===== src/hdl/itp_pkg.sv =====
// shared types, character codes and helper functions for the infix to postfix converter
// no dependencies; the top level, sequencer, output stage and testbench refer to it by scoped names
package itp_pkg;

	localparam int STACK_DEPTH_DEF = 32;

	// ascii characters the converter recognizes
	localparam logic [7:0] CH_NUL    = 8'h00;
	localparam logic [7:0] CH_SPACE  = 8'h20;
	localparam logic [7:0] CH_OPEN   = 8'h28;
	localparam logic [7:0] CH_CLOSE  = 8'h29;
	localparam logic [7:0] CH_MUL    = 8'h2A;
	localparam logic [7:0] CH_ADD    = 8'h2B;
	localparam logic [7:0] CH_COMMA  = 8'h2C;
	localparam logic [7:0] CH_SUB    = 8'h2D;
	localparam logic [7:0] CH_DOT    = 8'h2E;
	localparam logic [7:0] CH_DIV    = 8'h2F;
	localparam logic [7:0] CH_ZERO   = 8'h30;
	localparam logic [7:0] CH_NINE   = 8'h39;
	localparam logic [7:0] CH_SEMI   = 8'h3B;
	localparam logic [7:0] CH_UPPER_A = 8'h41;
	localparam logic [7:0] CH_UPPER_Z = 8'h5A;
	localparam logic [7:0] CH_USCORE = 8'h5F;

	// status codes
	localparam logic [1:0] STAT_OK        = 2'd0;
	localparam logic [1:0] STAT_UNMATCHED = 2'd1;
	localparam logic [1:0] STAT_OVERFLOW  = 2'd2;

	typedef enum logic [2:0] {
		OP_MUL, OP_DIV, OP_COMMA, OP_ADD, OP_SUB, OP_SEMI, OP_OPEN, OP_NONE
	} op_code_t;

	typedef enum logic [2:0] {
		ST_IDLE, ST_LEAD, ST_RD, ST_POP, ST_PUSH, ST_TERM
	} state_t;

	// how far a pop sequence walks down the stack
	typedef enum logic [1:0] {
		PM_ONE, PM_OPEN, PM_ALL, PM_DROP
	} pop_mode_t;

	typedef struct packed {
		logic       valid;
		logic [7:0] ch;
		logic [1:0] status;
		logic       last;
	} emit_t;

	function automatic op_code_t char_code(input logic [7:0] c);
		op_code_t r;
		unique case (c)
			CH_MUL:   r = OP_MUL;
			CH_DIV:   r = OP_DIV;
			CH_COMMA: r = OP_COMMA;
			CH_ADD:   r = OP_ADD;
			CH_SUB:   r = OP_SUB;
			CH_SEMI:  r = OP_SEMI;
			CH_OPEN:  r = OP_OPEN;
			default:  r = OP_NONE;
		endcase
		return r;
	endfunction

	function automatic logic [7:0] code_char(input op_code_t op);
		logic [7:0] r;
		unique case (op)
			OP_MUL:   r = CH_MUL;
			OP_DIV:   r = CH_DIV;
			OP_COMMA: r = CH_COMMA;
			OP_ADD:   r = CH_ADD;
			OP_SUB:   r = CH_SUB;
			OP_SEMI:  r = CH_SEMI;
			OP_OPEN:  r = CH_OPEN;
			default:  r = CH_NUL;
		endcase
		return r;
	endfunction

	function automatic logic is_high(input op_code_t op);
		return (op == OP_MUL) || (op == OP_DIV) || (op == OP_COMMA);
	endfunction

	function automatic logic is_low(input op_code_t op);
		return (op == OP_ADD) || (op == OP_SUB) || (op == OP_SEMI);
	endfunction

	function automatic logic is_operand(input logic [7:0] c);
		return (c >= CH_UPPER_A && c <= CH_UPPER_Z) || (c == CH_USCORE) ||
			(c >= CH_ZERO && c <= CH_NINE) || (c == CH_DOT);
	endfunction

endpackage


===== src/hdl/itp_in_if.sv =====
// input channel of the converter: one expression character per transfer
// no dependencies
interface itp_in_if;
	logic       valid;
	logic       ready;
	logic [7:0] in_char;
	logic       end_of_expr;

	modport source (output valid, output in_char, output end_of_expr, input ready);
	modport sink (input valid, input in_char, input end_of_expr, output ready);
endinterface


===== src/hdl/itp_out_if.sv =====
// output channel of the converter: one postfix character per transfer
// no dependencies
interface itp_out_if;
	logic       valid;
	logic       ready;
	logic [7:0] out_char;
	logic [1:0] status;
	logic       last_of_run;

	modport source (output valid, output out_char, output status, output last_of_run,
		input ready);
	modport sink (input valid, input out_char, input status, input last_of_run,
		output ready);
endinterface


===== src/hdl/infix_to_postfix_converter.sv =====
// Infix to postfix converter. One expression character is taken per transfer on expr; results
// leave on postfix one character per transfer, the final one of each input marked by
// last_of_run. An operand is emitted as itself; an operator emits a space, then the entries it
// pops, then is pushed; '(' is pushed, ')' pops the entries above the matching '(' and drops it,
// an ignored character emits nothing, and an end item flushes the stack, then the terminator.
// Each popped entry costs a read of the operator stack ram followed by the pop itself;
// downstream stalls hold the walk until the output stage has room.
// top level; depends on itp_pkg, itp_in_if, itp_out_if, itp_ram, itp_out_stage and itp_seq
module infix_to_postfix_converter #(
	parameter int STACK_DEPTH = itp_pkg::STACK_DEPTH_DEF
) (
	input  logic      clk,
	input  logic      arst_n,
	itp_in_if.sink    expr,
	itp_out_if.source postfix
);

	localparam int AW = $clog2(STACK_DEPTH);

	itp_pkg::emit_t emit;
	logic           can_emit;
	logic           ram_we;
	logic [AW-1:0]  ram_waddr, ram_raddr;
	logic [2:0]     ram_wdata, ram_rdata;

	itp_seq #(
		.STACK_DEPTH(STACK_DEPTH)
	) u_seq (
		.clk         (clk),
		.arst_n      (arst_n),
		.in_valid    (expr.valid),
		.in_char     (expr.in_char),
		.end_of_expr (expr.end_of_expr),
		.in_ready    (expr.ready),
		.can_emit    (can_emit),
		.emit        (emit),
		.ram_we      (ram_we),
		.ram_waddr   (ram_waddr),
		.ram_wdata   (ram_wdata),
		.ram_raddr   (ram_raddr),
		.ram_rdata   (ram_rdata)
	);

	itp_ram #(
		.WIDTH(3),
		.DEPTH(STACK_DEPTH)
	) u_stack (
		.clk   (clk),
		.we    (ram_we),
		.waddr (ram_waddr),
		.wdata (ram_wdata),
		.raddr (ram_raddr),
		.rdata (ram_rdata)
	);

	itp_out_stage u_out (
		.clk      (clk),
		.arst_n   (arst_n),
		.emit     (emit),
		.can_emit (can_emit),
		.postfix  (postfix)
	);

endmodule


===== src/hdl/itp_ram.sv =====
// generic single write port ram with one registered read port
// no dependencies
module itp_ram #(
	parameter int WIDTH = 3,
	parameter int DEPTH = 32
) (
	input  logic                     clk,
	input  logic                     we,
	input  logic [$clog2(DEPTH)-1:0] waddr,
	input  logic [WIDTH-1:0]         wdata,
	input  logic [$clog2(DEPTH)-1:0] raddr,
	output logic [WIDTH-1:0]         rdata
);

	logic [WIDTH-1:0] mem [DEPTH];

	always_ff @(posedge clk) begin
		if (we) begin
			mem[waddr] <= wdata;
		end
		rdata <= mem[raddr];
	end

endmodule


===== src/hdl/itp_out_stage.sv =====
// output register of the converter, parts the sequencer from the downstream ready
// depends on itp_pkg and itp_out_if
module itp_out_stage (
	input  logic               clk,
	input  logic               arst_n,
	input  itp_pkg::emit_t     emit,
	output logic               can_emit,
	itp_out_if.source          postfix
);

	logic       valid_q;
	logic [7:0] char_q;
	logic [1:0] status_q;
	logic       last_q;

	assign can_emit = !valid_q || postfix.ready;

	always_ff @(posedge clk or negedge arst_n) begin
		if (!arst_n) begin
			valid_q <= 1'b0;
		end else if (emit.valid) begin
			valid_q <= 1'b1;
		end else if (postfix.ready) begin
			valid_q <= 1'b0;
		end
	end

	always_ff @(posedge clk) begin
		if (emit.valid) begin
			char_q   <= emit.ch;
			status_q <= emit.status;
			last_q   <= emit.last;
		end
	end

	assign postfix.valid       = valid_q;
	assign postfix.out_char    = char_q;
	assign postfix.status      = status_q;
	assign postfix.last_of_run = last_q;

endmodule


===== src/hdl/itp_seq.sv =====
// sequencer of the converter: decodes a character, walks the operator stack one entry
// at a time through the stack ram and hands characters to the output stage
// depends on itp_pkg; drives an itp_ram instance and an itp_out_stage at the top level
module itp_seq #(
	parameter int STACK_DEPTH = itp_pkg::STACK_DEPTH_DEF
) (
	input  logic                           clk,
	input  logic                           arst_n,
	input  logic                           in_valid,
	input  logic [7:0]                     in_char,
	input  logic                           end_of_expr,
	output logic                           in_ready,
	input  logic                           can_emit,
	output itp_pkg::emit_t                 emit,
	output logic                           ram_we,
	output logic [$clog2(STACK_DEPTH)-1:0] ram_waddr,
	output logic [2:0]                     ram_wdata,
	output logic [$clog2(STACK_DEPTH)-1:0] ram_raddr,
	input  logic [2:0]                     ram_rdata
);

	localparam int CW = $clog2(STACK_DEPTH + 1);
	localparam int AW = $clog2(STACK_DEPTH);
	localparam logic [CW-1:0] DEPTH_C = CW'(STACK_DEPTH);

	itp_pkg::state_t    state_q, state_d;
	itp_pkg::pop_mode_t mode_q;
	itp_pkg::op_code_t  top_q, push_code_q, in_code, next_top;
	logic [CW-1:0]      count_q, open_q, cnt_m2;
	logic [1:0]         err_q, status_q, acc_err, acc_raise;
	logic [7:0]         lead_char_q;
	logic               lead_last_q, pop_pend_q, push_pend_q, close_q;

	logic accept, empty, full, top_hi, top_lo, top_open;
	logic in_hi, in_lo, in_close, in_operand, acc_pop, acc_push;
	logic last_pop, stop, to_drop, pop_fire, push_fire;
	itp_pkg::pop_mode_t acc_mode;

	assign empty    = (count_q == '0);
	assign full     = (count_q == DEPTH_C);
	assign top_hi   = !empty && itp_pkg::is_high(top_q);
	assign top_lo   = !empty && itp_pkg::is_low(top_q);
	assign top_open = !empty && (top_q == itp_pkg::OP_OPEN);
	assign cnt_m2   = count_q - CW'(2);
	assign next_top = itp_pkg::op_code_t'(ram_rdata);

	assign in_code    = itp_pkg::char_code(in_char);
	assign in_hi      = itp_pkg::is_high(in_code);
	assign in_lo      = itp_pkg::is_low(in_code);
	assign in_close   = (in_char == itp_pkg::CH_CLOSE);
	assign in_operand = itp_pkg::is_operand(in_char);

	assign in_ready = (state_q == itp_pkg::ST_IDLE);
	assign accept   = in_valid && in_ready;

	// decisions taken when a character is accepted
	assign acc_pop  = (in_hi && top_hi) || (in_lo && (top_hi || top_lo));
	assign acc_push = in_hi || in_lo || (in_code == itp_pkg::OP_OPEN);

	always_comb begin
		acc_raise = itp_pkg::STAT_OK;
		if (in_close && open_q == '0) begin
			acc_raise = itp_pkg::STAT_UNMATCHED;
		end else if (acc_push && !acc_pop && full) begin
			acc_raise = itp_pkg::STAT_OVERFLOW;
		end
		acc_err = (err_q != itp_pkg::STAT_OK) ? err_q : acc_raise;

		if (end_of_expr) begin
			acc_mode = itp_pkg::PM_ALL;
		end else if (in_close) begin
			acc_mode = top_open ? itp_pkg::PM_DROP : itp_pkg::PM_OPEN;
		end else if (in_lo && top_hi) begin
			acc_mode = itp_pkg::PM_OPEN;
		end else begin
			acc_mode = itp_pkg::PM_ONE;
		end
	end

	// pop walk stops at the bottom, at a '(' for an open-bounded walk, or after one entry
	assign last_pop = (count_q == CW'(1));
	assign stop     = (mode_q == itp_pkg::PM_ONE) || (mode_q == itp_pkg::PM_DROP) || last_pop ||
		(mode_q == itp_pkg::PM_OPEN && next_top == itp_pkg::OP_OPEN);
	assign to_drop  = close_q && (mode_q == itp_pkg::PM_OPEN) && !last_pop;

	always_comb begin
		state_d   = state_q;
		emit      = '0;
		ram_we    = 1'b0;
		ram_waddr = count_q[AW-1:0];
		ram_wdata = push_code_q;
		ram_raddr = cnt_m2[AW-1:0];
		pop_fire  = 1'b0;
		push_fire = 1'b0;
		unique case (state_q)
			itp_pkg::ST_IDLE: begin
				if (accept) begin
					if (end_of_expr) begin
						state_d = empty ? itp_pkg::ST_TERM : itp_pkg::ST_RD;
					end else if (in_operand || in_hi || in_lo) begin
						state_d = itp_pkg::ST_LEAD;
					end else if (in_code == itp_pkg::OP_OPEN) begin
						state_d = itp_pkg::ST_PUSH;
					end else if (in_close && !empty) begin
						state_d = itp_pkg::ST_RD;
					end
				end
			end
			itp_pkg::ST_LEAD: begin
				if (can_emit) begin
					emit = '{valid: 1'b1, ch: lead_char_q, status: status_q, last: lead_last_q};
					if (pop_pend_q) begin
						state_d = itp_pkg::ST_RD;
					end else if (push_pend_q) begin
						state_d = itp_pkg::ST_PUSH;
					end else begin
						state_d = itp_pkg::ST_IDLE;
					end
				end
			end
			itp_pkg::ST_RD: begin
				state_d = itp_pkg::ST_POP;
			end
			itp_pkg::ST_POP: begin
				if (mode_q == itp_pkg::PM_DROP || can_emit) begin
					pop_fire = 1'b1;
					emit = '{valid: (mode_q != itp_pkg::PM_DROP),
						ch: itp_pkg::code_char(top_q), status: status_q,
						last: stop && (mode_q != itp_pkg::PM_ALL)};
					if (!stop) begin
						state_d = itp_pkg::ST_RD;
					end else if (mode_q == itp_pkg::PM_ALL) begin
						state_d = itp_pkg::ST_TERM;
					end else if (to_drop) begin
						state_d = itp_pkg::ST_RD;
					end else if (push_pend_q) begin
						state_d = itp_pkg::ST_PUSH;
					end else begin
						state_d = itp_pkg::ST_IDLE;
					end
				end
			end
			itp_pkg::ST_PUSH: begin
				// a push onto a full stack is dropped, its status was raised on accept
				push_fire = !full;
				ram_we    = !full;
				state_d   = itp_pkg::ST_IDLE;
			end
			itp_pkg::ST_TERM: begin
				if (can_emit) begin
					emit = '{valid: 1'b1, ch: itp_pkg::CH_NUL, status: status_q, last: 1'b1};
					state_d = itp_pkg::ST_IDLE;
				end
			end
			default: begin
				state_d = itp_pkg::ST_IDLE;
			end
		endcase
	end

	always_ff @(posedge clk or negedge arst_n) begin
		if (!arst_n) begin
			state_q <= itp_pkg::ST_IDLE;
		end else begin
			state_q <= state_d;
		end
	end

	always_ff @(posedge clk or negedge arst_n) begin
		if (!arst_n) begin
			count_q     <= '0;
			open_q      <= '0;
			err_q       <= itp_pkg::STAT_OK;
			mode_q      <= itp_pkg::PM_ONE;
			pop_pend_q  <= 1'b0;
			push_pend_q <= 1'b0;
			close_q     <= 1'b0;
			lead_last_q <= 1'b0;
		end else if (accept) begin
			err_q       <= end_of_expr ? itp_pkg::STAT_OK : acc_err;
			mode_q      <= acc_mode;
			pop_pend_q  <= !end_of_expr && acc_pop;
			push_pend_q <= !end_of_expr && acc_push;
			close_q     <= !end_of_expr && in_close;
			lead_last_q <= in_operand || !acc_pop;
		end else if (pop_fire) begin
			count_q <= count_q - CW'(1);
			if (top_q == itp_pkg::OP_OPEN) begin
				open_q <= open_q - CW'(1);
			end
			if (stop && to_drop) begin
				mode_q <= itp_pkg::PM_DROP;
			end
		end else if (push_fire) begin
			count_q <= count_q + CW'(1);
			if (push_code_q == itp_pkg::OP_OPEN) begin
				open_q <= open_q + CW'(1);
			end
		end
	end

	always_ff @(posedge clk) begin
		if (accept) begin
			status_q    <= end_of_expr ? err_q : acc_err;
			lead_char_q <= in_operand ? in_char : itp_pkg::CH_SPACE;
			push_code_q <= in_code;
		end
		if (pop_fire) begin
			top_q <= next_top;
		end else if (push_fire) begin
			top_q <= push_code_q;
		end
	end

	a_count_bound: assert property (@(posedge clk) disable iff (!arst_n)
		count_q <= DEPTH_C)
		else $error("stack count beyond depth");

	a_open_le_count: assert property (@(posedge clk) disable iff (!arst_n)
		open_q <= count_q)
		else $error("more open marks than stack entries");

	a_pop_nonempty: assert property (@(posedge clk) disable iff (!arst_n)
		(state_q == itp_pkg::ST_POP) |-> (count_q != '0))
		else $error("pop from an empty stack");

	a_end_clears: assert property (@(posedge clk) disable iff (!arst_n)
		(accept && end_of_expr) |=> (err_q == itp_pkg::STAT_OK))
		else $error("status not cleared after end item");

	a_emit_room: assert property (@(posedge clk) disable iff (!arst_n)
		emit.valid |-> can_emit)
		else $error("result written over a waiting result");

endmodule


===== src/flat_wrapper.sv =====
// flat-port wrapper written by rule: the top's interface ports become plain ports
module infix_to_postfix_converter_flat 
#(
	parameter int STACK_DEPTH = itp_pkg::STACK_DEPTH_DEF
)
  (clk, arst_n, expr_valid, expr_in_char, expr_end_of_expr, expr_ready, postfix_valid, postfix_out_char, postfix_status, postfix_last_of_run, postfix_ready);
  itp_in_if expr_i ();
  itp_out_if postfix_i ();
  input  logic clk;
  input  logic arst_n;
  input wire logic [$bits(expr_i.valid)-1:0] expr_valid;
  input wire logic [$bits(expr_i.in_char)-1:0] expr_in_char;
  input wire logic [$bits(expr_i.end_of_expr)-1:0] expr_end_of_expr;
  output wire logic [$bits(expr_i.ready)-1:0] expr_ready;
  output wire logic [$bits(postfix_i.valid)-1:0] postfix_valid;
  output wire logic [$bits(postfix_i.out_char)-1:0] postfix_out_char;
  output wire logic [$bits(postfix_i.status)-1:0] postfix_status;
  output wire logic [$bits(postfix_i.last_of_run)-1:0] postfix_last_of_run;
  input wire logic [$bits(postfix_i.ready)-1:0] postfix_ready;
  assign expr_i.valid = expr_valid;
  assign expr_i.in_char = expr_in_char;
  assign expr_i.end_of_expr = expr_end_of_expr;
  assign expr_ready = expr_i.ready;
  assign postfix_valid = postfix_i.valid;
  assign postfix_out_char = postfix_i.out_char;
  assign postfix_status = postfix_i.status;
  assign postfix_last_of_run = postfix_i.last_of_run;
  assign postfix_i.ready = postfix_ready;
  infix_to_postfix_converter #(.STACK_DEPTH(STACK_DEPTH)) u_core (.clk(clk), .arst_n(arst_n), .expr(expr_i), .postfix(postfix_i));
endmodule

===== config.mk =====
export PLATFORM = sky130hd
export DESIGN_NAME = infix_to_postfix_converter_flat
export DESIGN_NICKNAME = d
export VERILOG_FILES = /design/src/hdl/itp_pkg.sv /design/src/hdl/itp_in_if.sv /design/src/hdl/itp_out_if.sv /design/src/hdl/infix_to_postfix_converter.sv /design/src/hdl/itp_ram.sv /design/src/hdl/itp_out_stage.sv /design/src/hdl/itp_seq.sv /design/src/flat_wrapper.sv
export SDC_FILE = /design/constraint.sdc
export NUM_CORES = 1
export LEC_CHECK = 0
export BUFFER_PORTS_ARGS = -buffer_cell sky130_fd_sc_hd__buf_2
export CAP_MARGIN = 0
export CORE_MARGIN = 10
export CORE_UTILIZATION = 24
export CTS_BUF_LIST = sky130_fd_sc_hd__clkbuf_4
export DETAILED_ROUTE_END_ITERATION = 8
export MAX_ROUTING_LAYER = met4
export PLACE_DENSITY = 0.41
export SLEW_MARGIN = 25
export SYNTH_ARGS = -nofsm -noshare
export SYNTH_HDL_FRONTEND = slang
export SYNTH_HIERARCHICAL = 1
export SYNTH_SLANG_ARGS = --single-unit

===== constraint.sdc =====
create_clock -name clk -period 3.5 [get_ports clk]
set_input_delay 0.35 -clock clk [delete_from_list [all_inputs] [get_ports clk]]
set_output_delay 0.35 -clock clk [all_outputs]
set_load 0.02 [all_outputs]

==> results.toml <==
[outcome]
status = "finished clean"

[clock_tree]
cts_buffer_depth = 2
clk_pin_slew_ps = 140
cts_tree = "yes"
h-tree-depth = 4
cts_setup_buffers = 0
cts_num_sinks = 150
cts-root-buf = "clkbuf_4"
clkLatencyLatePin_ps = 540
cts_buffers = 17

[synth]
yosysSeqAreaShare_pct = 62.29
synth_mux_area_share_pct = 10.65
syn_area_um2 = 6990
synth_edf_count = 123
syn_nets = 533
yosysWarnings = 6
ys_async_sr_fraction_pct = 16.00
ys_seq_elements = 150
yosys.area_share.simple_pct = 11.58
synth_compound_area_share_pct = 7.338
synth_cell_type_count = 64
yosys.area_share.adder_pct = 2.613
avgSynthCellArea_um2 = 13.82
synth_flop_cell = "edfxtp_1"
synth_cells = 506
synth_top_family_by_area = "simple AND/OR/NAND/NOR gates"
synth_xor_area_share_pct = 2.130

[routing]
vias = 4108
drtIter0Drc = 273
firstDrtPassIters = 5
drc = 0
ant_nets = 0
drt-wirelength-per-cell_um = 16.49
via_per_inst = 4.422
finalWirelength_um = 15320

[power_and_ir_drop]
power_density_nw_per_um2 = 687.8
power.leakage_nw = 2.682
ir_worst_vdd_mv = 0.2303
p_total_mw = 5.381

[sta]
finalHoldViolCount = 0
post-route-period-util_pct = 82.85
maxSlewViolCount = 0
finalSetupTns_ps = 0
slew-limit-headroom_pct = 37.27
clock.fmax_mhz = 344.9
finalSetupViolations = 0
rsz0062_at_grt = "no"
worst_slew_pin_slew_ps = 939.0
period_needed_ps = 2900
fin_skew_ps = 17.97

[global_routing]
grt_max_degree = 35
antenna_found_initial = 1
grtUsageTotal_pct = 9.022
overflow = 0
grt_pass1_vias = 4230
grt_pass1_wl_um = 24600

[finish]
fin_area_um2 = 7824
area_growth_pct = 11.92
nFillCells = 2982
finalNetCount = 557
regArea_um2 = 4355
drive_above_1_share_pct = 20.26
fin_cells = 929
multi_input_area_um2 = 2402

[critical_path]
crit_chain = "inv_1 > ha_1 > inv_1 > buf_4 > mux4_2 > mux4_2 > mux2_2"
worstPathMaxFanout = 15
critical_path_arrival_ps = 3330
cp_slowest_stage_delay_ps = 630
start_kind = "flop"
critPathSlowestCell = "dfrtp_1"
endpoint_kind = "flop"
crit_required_ps = 3930
critPathKind = "flop to flop"

[floorplan]
fp-row-count = 62
dieWidth_um = 190.7
fp.coreArea_um2 = 28700
die_h_um = 190.7
die_area_um2 = 36350
io_pins = 26
start_util_pct = 24.35

[placement]
dpl-instance-area_um2 = 7498
port_buffers = 25
dp.cells = 894
gp_congestion = 0.8068
hpwl_um = 10380

[run]
cap_violations = 0

[hold_path]
hold_class = "primary input to flop"
[path summary, 6_finish.rpt]
check | from | end | slack, ps | cells past startpoint
max in group asynchronous | arst_n | u_core/u_seq/count_q[0] | 2730 | 2
hold / removal | postfix_ready | u_core/u_out/postfix.valid | 130 | 3
setup reg to reg | u_core/u_seq/count_q[2] | u_core/u_stack/rdata[0] | 600 | 7
setup / recovery | u_core/u_seq/count_q[2] | u_core/u_stack/rdata[0] | 600 | 7
min in group asynchronous | arst_n | u_core/u_seq/state_q[0] | 330 | 2
hold reg to reg | u_core/u_seq/open_q[5] | u_core/u_seq/open_q[5] | 480 | 1
[report_power, final]
group / internal (mW) / leakage (nW) / switching, mW / total [mW]
logic: 0.839 / 1.08 / 0.972 / 1.81
clock network: 0.459 / 0.166 / 0.704 / 1.16
registers: 2.17 / 1.44 / 0.233 / 2.41
[layout by cell type (no fill, tap or decap), types with 3 or more instances in the layout]
| cell type | Yosys | final |
|---|---|---|
| a211oi_1 | 5 | 5 |
| a21o_1 | 5 | 5 |
| nor4b_1 | 3 | 3 |
| o211ai_1 | 4 | 4 |
| nor2_1 | 50 | 50 |
| mux4_2 | 29 | 29 |
| a31oi_1 | 3 | 3 |
| and2_1 | 8 | 8 |
| nand2b_1 | 3 | 3 |
| or3_1 | 4 | 4 |
| xnor2_1 | 6 | 6 |
| nand2_1 | 40 | 40 |
| nor4_1 | 3 | 3 |
| edfxtp_1 | 123 | 123 |
| o21ai_0 | 22 | 22 |
| buf_2 | 4 | 25 |
| ha_1 | 13 | 13 |
| a21oi_1 | 15 | 15 |
| nor3_1 | 7 | 7 |
| nand3b_1 | 6 | 6 |
| inv_8 | 0 | 6 |
| o21ai_1 | 7 | 7 |
| dfxtp_1 | 3 | 3 |
| mux2_2 | 4 | 4 |
| clkbuf_4 | 0 | 17 |
| inv_6 | 0 | 3 |
| dfrtp_1 | 24 | 23 |
| and3_1 | 3 | 3 |
| inv_1 | 17 | 17 |
| nand3_1 | 13 | 13 |
| xor2_1 | 11 | 11 |
| buf_4 | 6 | 8 |
| o31ai_1 | 5 | 5 |
| or3b_2 | 3 | 3 |
[state kept, by name, indices dropped and copies added, names as in the netlist, 2 cells and up]
signal / count
u_core/u_seq/err_q: 2
u_core/u_stack/rdata: 3
u_core/u_stack/mem: 96
u_core/u_out/postfix.status: 2
u_core/u_seq/open_q: 6
u_core/u_out/postfix.out_char: 8
u_core/u_seq/status_q: 2
u_core/u_seq/lead_char_q: 8
u_core/u_seq/count_q: 6
u_core/u_seq/ram_wdata: 3
u_core/u_seq/top_q: 3
u_core/u_seq/mode_q: 2
u_core/u_seq/state_q: 3
[synth_stat cells, types with 6 or more instances]
cell type | n | area [um^2]
a21oi_1 | 15 | 75.07
and2_1 | 8 | 50.05
buf_4 | 6 | 45.04
clkbuf_1 | 15 | 56.30
dfrtp_1 | 24 | 600.6
edfxtp_1 | 123 | 3694
ha_1 | 13 | 162.7
inv_1 | 17 | 63.81
mux4_2 | 29 | 653.1
nand2_1 | 40 | 150.1
nand3_1 | 13 | 65.06
nand3b_1 | 6 | 45.04
nor2_1 | 50 | 187.7
nor3_1 | 7 | 35.03
o21ai_0 | 22 | 110.1
o21ai_1 | 7 | 35.03
xnor2_1 | 6 | 52.55
xor2_1 | 11 | 96.34
[cell families after synthesis]
group                    count (synthesis)
flip-flops                             150
XOR/XNOR                                17
adder cells (fa/ha/maj)                 14
AND/OR/NAND/NOR                        159
other                                    1
buffers and inverters                   49
AO/OA/AOI/OAI                           80
multiplexers                            36
[layer usage]
layer  GRT usage (%)  vias to the layer above  wire, um
li1                -                     1948         -
met3           2.597                        8       632
met2           14.50                       64      7572
met1           10.96                     2088      6945
met5               -                        -         0
met4           2.241                        0       172
[per-stage QoR]
stage	util (%)	hold WS [ps]	setup WS, ps
after floorplan	-	54.41	921.7
after global placement	26.12	393.9	726.3
after detailed placement	26.12	399.6	631.3
after CTS	27.24	72.91	594.0
after global routing	27.26	80.06	440.9
final	27.26	129.9	600.2
[critical path: cells and delay by family (launching register included)]
family	cells	cell delay (ps)
buf+inv	3	750
flops	1	630
fa+ha+maj	1	300
mux	3	1090
[layout make-up]
cell class	count	share of cell area [%]
Multi-Input combinational cell	307	30.71
Tap cell	384	6.141
Inverter	20	0.9595
Timing Repair Buffer	34	2.495
Antenna cell	2	0.06397
Clock inverter	15	2.335
Clock buffer	17	1.631
Sequential cell	150	55.67
[repair_timing]
item	CTS	global route
hold buffers	1	0
setup endpoints to repair	0	0
gates resized for setup	0	0
endpoints found under the hold margin	24	0
(Power assumes the default switching activity.)
